### src/design/rlbm_pkg.sv
// Shared types, constants and helpers for the RMS bar-graph level meter.
// No dependencies; rlbm_mac and the top level import this package.
package rlbm_pkg;

  localparam int SAMPLE_W       = 10;
  localparam int THR_W          = 10;
  localparam int LEVEL_W        = 4;
  localparam int MASK_W         = 8;
  localparam int NUM_REGS       = 8;
  localparam int REG_IDX_W      = 3;
  localparam int SQ_W           = 2 * SAMPLE_W;
  localparam int DEF_WINDOW_LEN = 50;
  localparam int DEF_BAR_COUNT  = 8;

  localparam logic [THR_W-1:0] THR_RESET [NUM_REGS] = '{
    10'd350, 10'd360, 10'd365, 10'd370, 10'd380, 10'd390, 10'd400, 10'd410
  };

  typedef enum logic [0:0] {
    OP_SAMPLE  = 1'b0,
    OP_REFRESH = 1'b1
  } op_t;

  typedef enum logic [2:0] {
    ST_IDLE,
    ST_SUM,
    ST_BAR_SQ,
    ST_BAR_MUL,
    ST_BAR_CMP,
    ST_EMIT
  } state_t;

  // Control word from the sequencer to the shared multiply/accumulate unit
  typedef struct packed {
    logic acc_clr;  // clear the sum of squares
    logic sq_en;    // product <= sample * sample
    logic acc_en;   // sum += product
    logic thr_sq;   // product <= T * T
    logic thr_mul;  // product <= (product + 1) * WINDOW_LEN
  } mac_ctrl_t;

  // Low 'level' bits set
  function automatic logic [MASK_W-1:0] bar_mask(input logic [LEVEL_W-1:0] level);
    logic [MASK_W:0] ones;
    ones = (MASK_W+1)'(1) << level;
    return ones[MASK_W-1:0] - MASK_W'(1);
  endfunction

endpackage

### src/design/rlbm_ram.sv
// Generic simple dual-port RAM: one write port, one read port, registered read.
// No dependencies.
module rlbm_ram #(
  parameter int WIDTH = 8,
  parameter int DEPTH = 16
) (
  input  logic                                    clk,
  input  logic                                    we,
  input  logic [((DEPTH > 1) ? $clog2(DEPTH) : 1)-1:0] waddr,
  input  logic [WIDTH-1:0]                        wdata,
  input  logic                                    re,
  input  logic [((DEPTH > 1) ? $clog2(DEPTH) : 1)-1:0] raddr,
  output logic [WIDTH-1:0]                        rdata
);

  logic [WIDTH-1:0] mem [DEPTH];

  always_ff @(posedge clk) begin
    if (we) begin
      mem[waddr] <= wdata;
    end
    if (re) begin
      rdata <= mem[raddr];
    end
  end

endmodule

### src/design/rlbm_mac.sv
// Shared multiply/accumulate/compare unit of the level meter.
// Depends on rlbm_pkg (mac_ctrl_t, widths).
module rlbm_mac #(
  parameter int WINDOW_LEN = rlbm_pkg::DEF_WINDOW_LEN
) (
  input  logic                          clk,
  input  rlbm_pkg::mac_ctrl_t           ctrl,
  input  logic [rlbm_pkg::SAMPLE_W-1:0] smp,
  input  logic                          smp_zero,
  input  logic [rlbm_pkg::THR_W-1:0]    thr,
  output logic                          ge
);
  import rlbm_pkg::*;

  localparam int CNT_W  = $clog2(WINDOW_LEN + 1);
  localparam int A_W    = SQ_W + 1;
  localparam int B_W    = (CNT_W > SAMPLE_W) ? CNT_W : SAMPLE_W;
  localparam int PROD_W = A_W + B_W;
  localparam int SUM_W  = SQ_W + CNT_W;
  localparam int CMP_W  = (SUM_W > PROD_W) ? SUM_W : PROD_W;

  logic [SAMPLE_W-1:0] smp_eff;
  logic [A_W-1:0]      a_op;
  logic [B_W-1:0]      b_op;
  logic [PROD_W-1:0]   prod_r, prod_nxt;
  logic                prod_en;
  logic [SUM_W-1:0]    acc_r;

  // unwritten window entries read as zero
  assign smp_eff = smp_zero ? '0 : smp;

  always_comb begin
    a_op    = '0;
    b_op    = '0;
    prod_en = 1'b1;
    priority if (ctrl.sq_en) begin
      a_op = A_W'(smp_eff);
      b_op = B_W'(smp_eff);
    end else if (ctrl.thr_sq) begin
      a_op = A_W'(thr);
      b_op = B_W'(thr);
    end else if (ctrl.thr_mul) begin
      // floor(sum/N) > T*T  <=>  sum >= N*(T*T + 1)
      a_op = A_W'(prod_r[SQ_W-1:0]) + A_W'(1);
      b_op = B_W'(WINDOW_LEN);
    end else begin
      prod_en = 1'b0;
    end
    prod_nxt = PROD_W'(a_op) * PROD_W'(b_op);
  end

  always_ff @(posedge clk) begin
    if (prod_en) begin
      prod_r <= prod_nxt;
    end
    if (ctrl.acc_clr) begin
      acc_r <= '0;
    end else if (ctrl.acc_en) begin
      acc_r <= acc_r + SUM_W'(prod_r[SQ_W-1:0]);
    end
  end

  assign ge = CMP_W'(acc_r) >= CMP_W'(prod_r);

endmodule

### src/design/rms_level_bar_meter_core.sv
// RMS bar-graph level meter, top level: sequencer, sample window, thresholds.
// Depends on rlbm_pkg, rlbm_ram and rlbm_mac.
// Sample word: one per cycle while idle, no result.
// Refresh word: walks the window through the one read port and the shared multiplier,
// then squares, scales and compares one threshold per bar (up to BAR_COUNT), then loads
// the output register if the level changed; no new word is taken meanwhile.
// Reset (rst_n low, synchronous): thresholds to defaults, level and pointers to zero;
// the window reads as zero through a fill count, so there is no clearing pass.
module rms_level_bar_meter_core #(
  parameter int WINDOW_LEN = rlbm_pkg::DEF_WINDOW_LEN,
  parameter int BAR_COUNT  = rlbm_pkg::DEF_BAR_COUNT
) (
  input  logic                           clk,
  input  logic                           rst_n,
  input  logic                           in_tvalid,
  output logic                           in_tready,
  input  logic [15:0]                    in_tdata,   // [9:0] audio_sample
  input  logic                           in_tuser,   // [0] opcode
  output logic                           out_tvalid,
  input  logic                           out_tready,
  output logic [15:0]                    out_tdata,  // [3:0] bar_level, [11:4] lit_mask
  input  logic                           cfg_we,
  input  logic [rlbm_pkg::REG_IDX_W-1:0] cfg_index,
  input  logic [rlbm_pkg::THR_W-1:0]     cfg_data
);
  import rlbm_pkg::*;

  localparam int AW     = (WINDOW_LEN > 1) ? $clog2(WINDOW_LEN) : 1;
  localparam int CNT_W  = $clog2(WINDOW_LEN + 1);
  localparam int STEP_W = $clog2(WINDOW_LEN + 2);

  state_t              state_r, state_nxt;
  logic [STEP_W-1:0]   step_r, step_nxt;
  logic                v1_r, v1_nxt, v2_r, v2_nxt, z1_r, z1_nxt;
  logic [LEVEL_W-1:0]  lvl_r, lvl_nxt, last_level_r, last_level_nxt, lvl_fin;
  logic [AW-1:0]       wr_ptr_r, wr_ptr_nxt;
  logic [CNT_W-1:0]    fill_r, fill_nxt;
  logic [THR_W-1:0]    thr_r [NUM_REGS];
  logic                out_valid_r, out_valid_nxt, out_load;
  logic [LEVEL_W-1:0]  out_level_r;
  logic [MASK_W-1:0]   out_mask_r;

  logic                in_acc, ram_we, ram_re, ge;
  logic [SAMPLE_W-1:0] ram_rdata;
  mac_ctrl_t           ctrl;

  assign in_tready  = (state_r == ST_IDLE);
  assign in_acc     = in_tvalid && in_tready;
  assign out_tvalid = out_valid_r;
  assign out_tdata  = {4'b0, out_mask_r, out_level_r};

  always_comb begin
    state_nxt      = state_r;
    step_nxt       = step_r;
    lvl_nxt        = lvl_r;
    last_level_nxt = last_level_r;
    wr_ptr_nxt     = wr_ptr_r;
    fill_nxt       = fill_r;
    ctrl           = '0;
    ram_we         = 1'b0;
    ram_re         = 1'b0;
    out_load       = 1'b0;
    lvl_fin        = ge ? lvl_r + LEVEL_W'(1) : lvl_r;
    unique case (state_r)
      ST_IDLE: begin
        if (in_acc) begin
          if (op_t'(in_tuser) == OP_SAMPLE) begin
            ram_we     = 1'b1;
            wr_ptr_nxt = (wr_ptr_r == AW'(WINDOW_LEN - 1)) ? '0 : wr_ptr_r + AW'(1);
            if (fill_r != CNT_W'(WINDOW_LEN)) begin
              fill_nxt = fill_r + CNT_W'(1);
            end
          end else begin
            ctrl.acc_clr = 1'b1;
            step_nxt     = '0;
            lvl_nxt      = '0;
            state_nxt    = ST_SUM;
          end
        end
      end
      ST_SUM: begin
        // read into the RAM output register, square into prod_r, then accumulate (v1_r, v2_r)
        ram_re      = step_r < STEP_W'(WINDOW_LEN);
        ctrl.sq_en  = v1_r;
        ctrl.acc_en = v2_r;
        step_nxt    = step_r + STEP_W'(1);
        if (step_r == STEP_W'(WINDOW_LEN + 1)) begin
          state_nxt = ST_BAR_SQ;
        end
      end
      ST_BAR_SQ: begin
        ctrl.thr_sq = 1'b1;
        state_nxt   = ST_BAR_MUL;
      end
      ST_BAR_MUL: begin
        ctrl.thr_mul = 1'b1;
        state_nxt    = ST_BAR_CMP;
      end
      ST_BAR_CMP: begin
        lvl_nxt = lvl_fin;
        if (ge && lvl_fin != LEVEL_W'(BAR_COUNT)) begin
          state_nxt = ST_BAR_SQ;
        end else if (lvl_fin != last_level_r) begin
          state_nxt = ST_EMIT;
        end else begin
          state_nxt = ST_IDLE;
        end
      end
      ST_EMIT: begin
        if (!out_valid_r || out_tready) begin
          out_load       = 1'b1;
          last_level_nxt = lvl_r;
          state_nxt      = ST_IDLE;
        end
      end
      default: state_nxt = ST_IDLE;
    endcase
    v1_nxt        = ram_re;
    v2_nxt        = v1_r;
    z1_nxt        = step_r >= STEP_W'(fill_r);
    out_valid_nxt = out_load ? 1'b1 : (out_valid_r && !out_tready);
  end

  always_ff @(posedge clk) begin
    if (!rst_n) begin
      state_r      <= ST_IDLE;
      step_r       <= '0;
      v1_r         <= 1'b0;
      v2_r         <= 1'b0;
      lvl_r        <= '0;
      last_level_r <= '0;
      wr_ptr_r     <= '0;
      fill_r       <= '0;
      out_valid_r  <= 1'b0;
      thr_r        <= THR_RESET;
    end else begin
      state_r      <= state_nxt;
      step_r       <= step_nxt;
      v1_r         <= v1_nxt;
      v2_r         <= v2_nxt;
      lvl_r        <= lvl_nxt;
      last_level_r <= last_level_nxt;
      wr_ptr_r     <= wr_ptr_nxt;
      fill_r       <= fill_nxt;
      out_valid_r  <= out_valid_nxt;
      if (cfg_we) begin
        thr_r[cfg_index] <= cfg_data;
      end
    end
  end

  always_ff @(posedge clk) begin
    z1_r <= z1_nxt;
    if (out_load) begin
      out_level_r <= lvl_r;
      out_mask_r  <= bar_mask(lvl_r);
    end
  end

  rlbm_ram #(
    .WIDTH (SAMPLE_W),
    .DEPTH (WINDOW_LEN)
  ) u_window (
    .clk   (clk),
    .we    (ram_we),
    .waddr (wr_ptr_r),
    .wdata (in_tdata[SAMPLE_W-1:0]),
    .re    (ram_re),
    .raddr (step_r[AW-1:0]),
    .rdata (ram_rdata)
  );

  rlbm_mac #(
    .WINDOW_LEN (WINDOW_LEN)
  ) u_mac (
    .clk      (clk),
    .ctrl     (ctrl),
    .smp      (ram_rdata),
    .smp_zero (z1_r),
    .thr      (thr_r[lvl_r[REG_IDX_W-1:0]]),
    .ge       (ge)
  );

`ifndef SYNTHESIS
  a_fill_bound: assert property (@(posedge clk) disable iff (!rst_n)
    fill_r <= CNT_W'(WINDOW_LEN))
    else $error("fill count beyond window length");

  a_ptr_bound: assert property (@(posedge clk) disable iff (!rst_n)
    wr_ptr_r <= AW'(WINDOW_LEN - 1))
    else $error("write pointer beyond window");

  a_lvl_bound: assert property (@(posedge clk) disable iff (!rst_n)
    lvl_r <= LEVEL_W'(BAR_COUNT))
    else $error("level beyond bar count");

  a_emit_changed: assert property (@(posedge clk) disable iff (!rst_n)
    out_load |-> lvl_r != last_level_r)
    else $error("result emitted for an unchanged level");

  a_busy_during_sum: assert property (@(posedge clk) disable iff (!rst_n)
    (v1_r || v2_r) |-> state_r == ST_SUM)
    else $error("window read pipeline active outside the summing pass");
`endif

endmodule
### config.mk
export PLATFORM = sky130hd
export DESIGN_NAME = rms_level_bar_meter_core
export DESIGN_NICKNAME = d
export VERILOG_FILES = /design/src/design/rlbm_pkg.sv /design/src/design/rlbm_ram.sv /design/src/design/rlbm_mac.sv /design/src/design/rms_level_bar_meter_core.sv
export SDC_FILE = /design/constraint.sdc
export NUM_CORES = 1
export LEC_CHECK = 0
export BUFFER_PORTS_ARGS = -buffer_cell sky130_fd_sc_hd__buf_4
export CELL_PAD_IN_SITES_DETAIL_PLACEMENT = 2
export CELL_PAD_IN_SITES_GLOBAL_PLACEMENT = 2
export CORE_MARGIN = 2
export CORE_UTILIZATION = 43
export CTS_BUF_LIST = sky130_fd_sc_hd__clkbuf_8
export CTS_CLUSTER_SIZE = 16
export DETAILED_ROUTE_END_ITERATION = 10
export PLACE_DENSITY_LB_ADDON = 0.1
export SYNTH_ARGS = -nofsm -noshare
export SYNTH_HDL_FRONTEND = slang
export SYNTH_SLANG_ARGS = --single-unit
export TNS_END_PERCENT = 30
### constraint.sdc
create_clock -name clk -period 7.13 [get_ports clk]
set_clock_uncertainty 0.1 [all_clocks]
set_input_delay 1.0695 -clock clk [delete_from_list [all_inputs] [get_ports clk]]
set_output_delay 1.0695 -clock clk [all_outputs]
set_load 0.01 [all_outputs]
==> flow_summary.yaml <==
power_and_ir_drop:
  max-vdd-ir-drop_mv: 0.1875
  pwr-share-comb_pct: 34.4
  leakagePower_nw: 15.45
  pwr-share-clk_pct: 27.4
  pwr-share-seq_pct: 38.3
  p_int_mw: 8.383
  switchingPower_mw: 4.397
  switching_share_pct: 34.41
  power_density_nw_per_um2: 313.5
worst_setup_path:
  crit_arrival_ps: 7410
  r2r-start: "u_mac.prod_r[0]$_DFFE_PP_"
  worst_path_max_delay_cell: "fa_2"
  worstPathRequired_ps: 7560
  r2r_slack_ps: 150
  end_kind: "flop"
  cp_max_fo: 6
  path_common_cell: "buf_4"
  rr_endpoint: "u_mac.prod_r[28]$_DFFE_PP_"
  slowest_delay_ps: 580
  crit_type: "reg -> reg"
  r2r_cells: 29
  worstSetupStartpointType: "flop"
min_path:
  holdPathStages: 2
  min_path_type: "reg -> reg"
  hp-start: "thr_r[47]$_SDFFE_PN0P_"
  worstHoldEndpoint: "thr_r[47]$_SDFFE_PN0P_"
drt:
  ant_nets: 0
  vias_per_cell: 5.500
  drc: 0
  drtIter0Drc: 1349
  drt-pass1-iter-count: 5
  num_vias: 22510
  detail_route.wl_per_cell_um: 25.56
  wl_mm: 104.6
placed_design:
  hpwl_mm: 70.84
  place_area_um2: 37900
  port_buffers: 42
  gp_congestion: 0.8377
  place_ws_ps: -528.1
floorplanning:
  die-area_um2: 84310
  dieWidth_um: 290.4
  coreArea_um2: 81580
  pin_count: 53
  num_rows: 105
  start_util_pct: 43.22
  die_h_um: 290.4
sta:
  fmax_mhz: 143.3
  fin_crit_sh_pct: 97.88
  rsz0062_at_grt: "true"
  period_needed_ps: 6979
  drv_slew: 0
  timing.final.hold_violations: 0
  maxSlewHeadroom_pct: 8.863
  setup_viol: 0
  setup_slack_ps: 151.1
  tightestPinTransition_ps: 1349
finish:
  area_delta_synth_final_pct: 15.59
  final-seq-area_um2: 19400
  final_nets: 3240
  drive_gt1_share_pct: 20.96
  fill_cells: 7762
  multiInputGateArea_um2: 15130
  design_area_um2: 40760
clock_network:
  cts-root-buf: "clkbuf_8"
  path_clk_slew_ps: 60
  ctsHtreeMaxLevel: 3
  clock_latency_ps: 810
  cts_tree: "built"
  clock_path_buffers: 3
  numClockSinks: 692
  numCtsBuffers: 117
global_route:
  grt_max_degree: 57
  grt_pass1_vias: 25810
  antenna_found_initial: 3
  grt.met2_usage_pct: 44.69
  grt_overflow: 0
  track_usage_pct: 25.16
  use_met1_pct: 31.55
  gr-max-usage-layer: "met2"
  use_met3_pct: 3.724
  grt_pass1_wl_mm: 159.8
synth:
  async_flop_share_pct: 0
  synth_top_area_share_pct: 47.09
  synthTopCellsByCount: "553 x edfxtp_1, 266 x nand2_1, 249 x inv_1"
  synth_ff_type: "edfxtp_1"
  ys_seq_area_share_pct: 54.98
  synth_area_leaders: "edfxtp_1 47%, mux4_2 10%, fa_1 8.6%"
  postSynthCellCount: 2627
  synth-seq-cells: 692
  ys_types: 77
  avgSynthCellArea_um2: 13.42
  synth_warnings: 0
  yosysMostFrequentCell: "edfxtp_1"
  yosys.area.top_type: "edfxtp_1"
  synth_area_um2: 35260
  synth_edf_count: 553
flow_run:
  maxCapViolations: 0
outcome:
  status: "completed"
-- power by group through the flow --
stage | Clock, mW | Combinational (mW) | Sequential, mW
finish | 3.50 | 4.39 | 4.89
global route | 3.73 | 4.87 | 4.92
CTS | 3.58 | 4.20 | 4.90
detailed placement | 0 | 4.08 | 4.98
global placement | 0 | 3.87 | 4.96
floorplan | 0 | 2.81 | 4.83
-- repair_timing --
| item | 4_1_cts | 5_1_grt |
|---|---|---|
| gates resized for setup | 23 | 71 |
| pin swaps | 4 | 21 |
| cloned | 0 | 1 |
| hold buffers | 0 | 0 |
| endpoints found under the setup margin | 8 | 10 |
| setup buffers | 6 | 15 |
-- layout by cell type, fill, tap and decap left out, drive strengths merged, types with 7 or more instances in the layout --
master / n
ha: 131
o21ai: 53
nand3: 71
dfxtp: 139
a21oi: 135
o21bai: 7
fa: 151
mux2: 7
o22ai: 9
conb: 81
o211ai: 11
mux4: 162
mux2i: 33
a21o: 25
o31ai: 7
nand2b: 37
nor2b: 13
or2: 9
xnor2: 61
nand4: 13
edfxtp: 553
buf: 209
clkbuf: 128
a211oi: 20
a31oi: 7
nand2: 267
nor2: 217
and3: 8
clkinv: 49
nor3: 17
inv: 289
and2: 9
xor2: 25
-- state kept, by name (all words and copies together) (netlist names), 6 cells and up --
| name | flops |
|---|---|
| fill_r | 6 |
| out_mask_r | 8 |
| step_r | 6 |
| thr_r | 80 |
| u_mac.acc_r | 26 |
| u_mac.prod_r | 31 |
| u_window.mem | 500 |
| u_window.rdata | 10 |
| wr_ptr_r | 6 |
-- worst max-delay path, delay by kind of cell (launching register included) --
kind | cells | cell delay [ps]
adder cells (fa/ha/maj) | 6 | 2670
flip-flops | 1 | 450
buffers and inverters | 8 | 1180
XOR/XNOR | 1 | 200
AND/OR/NAND/NOR | 6 | 890
AO/OA/AOI/OAI | 8 | 1210
-- kinds of logic (layout without fill, tap and decap cells) --
| kind of cell | after synthesis | count (layout) | synth area share [%] |
|---|---|---|---|
| compound gates | 316 | 316 | 5.585 |
| mux | 202 | 202 | 11.52 |
| other cells | 2 | 83 | 0.02130 |
| buf+inv | 363 | 677 | 4.038 |
| simple gates | 684 | 684 | 8.501 |
| fa+ha+maj | 282 | 282 | 13.22 |
| xor+xnor | 86 | 86 | 2.136 |
| flops | 692 | 692 | 54.98 |
-- layer usage --
| metal | share of wire (%) | vias up |
|---|---|---|
| li1 | - | 9940 |
| met1 | 41 | 11900 |
| met2 | 52 | 474 |
| met3 | 3.8 | 194 |
| met4 | 3.2 | 0 |
| met5 | 0 | - |
-- worst max path at each step --
| stage | start | end | slack (ps) | cells after the start |
|---|---|---|---|---|
| 6_report | u_mac.prod_r[0]$_DFFE_PP_ | u_mac.prod_r[28]$_DFFE_PP_ | 150 | 29 |
| 5_1_grt | u_mac.prod_r[0]$_DFFE_PP_ | u_mac.prod_r[17]$_DFFE_PP_ | -80 | 29 |
| 4_1_cts | lvl_r[0]$_SDFFE_PN0P_ | u_mac.prod_r[28]$_DFFE_PP_ | 7 | 31 |
| 3_5_place_dp | lvl_r[0]$_SDFFE_PN0P_ | u_mac.prod_r[27]$_DFFE_PP_ | -530 | 26 |
| 3_3_place_gp | lvl_r[0]$_SDFFE_PN0P_ | u_mac.prod_r[27]$_DFFE_PP_ | -280 | 26 |
| 2_1_floorplan | lvl_r[0]$_SDFFE_PN0P_ | u_mac.prod_r[26]$_DFFE_PP_ | 140 | 26 |
-- metrics by stage --
| step | cells | utilization (%) | setup TNS [ps] | hold slack [ps] | power (mW) |
|---|---|---|---|---|---|
| 2_1_floorplan | 2706 | - | 0 | 333.1 | 7.642 |
| 3_3_place_gp | 3851 | 46.45 | -737.8 | 339.7 | 8.836 |
| 3_5_place_dp | 3851 | 46.45 | -1844 | 353.5 | 9.067 |
| 4_1_cts | 4073 | 49.38 | 0 | 361.0 | 12.68 |
| 5_1_grt | 4091 | 49.96 | -335.1 | 378.3 | 13.52 |
| 6_report | 4092 | 49.96 | 0 | 359.0 | 12.78 |
-- final cells by class --
type,instances,area share [%]
inverters,251,2.311
multi-input cells,1651,37.11
repair buffers,210,4.141
well taps,1070,3.284
clock buffers,127,4.288
flip-flops and latches,692,47.60
clock inverters,89,1.252
diodes,2,0.01228
Note: power is estimated with default switching activity, not from simulation.
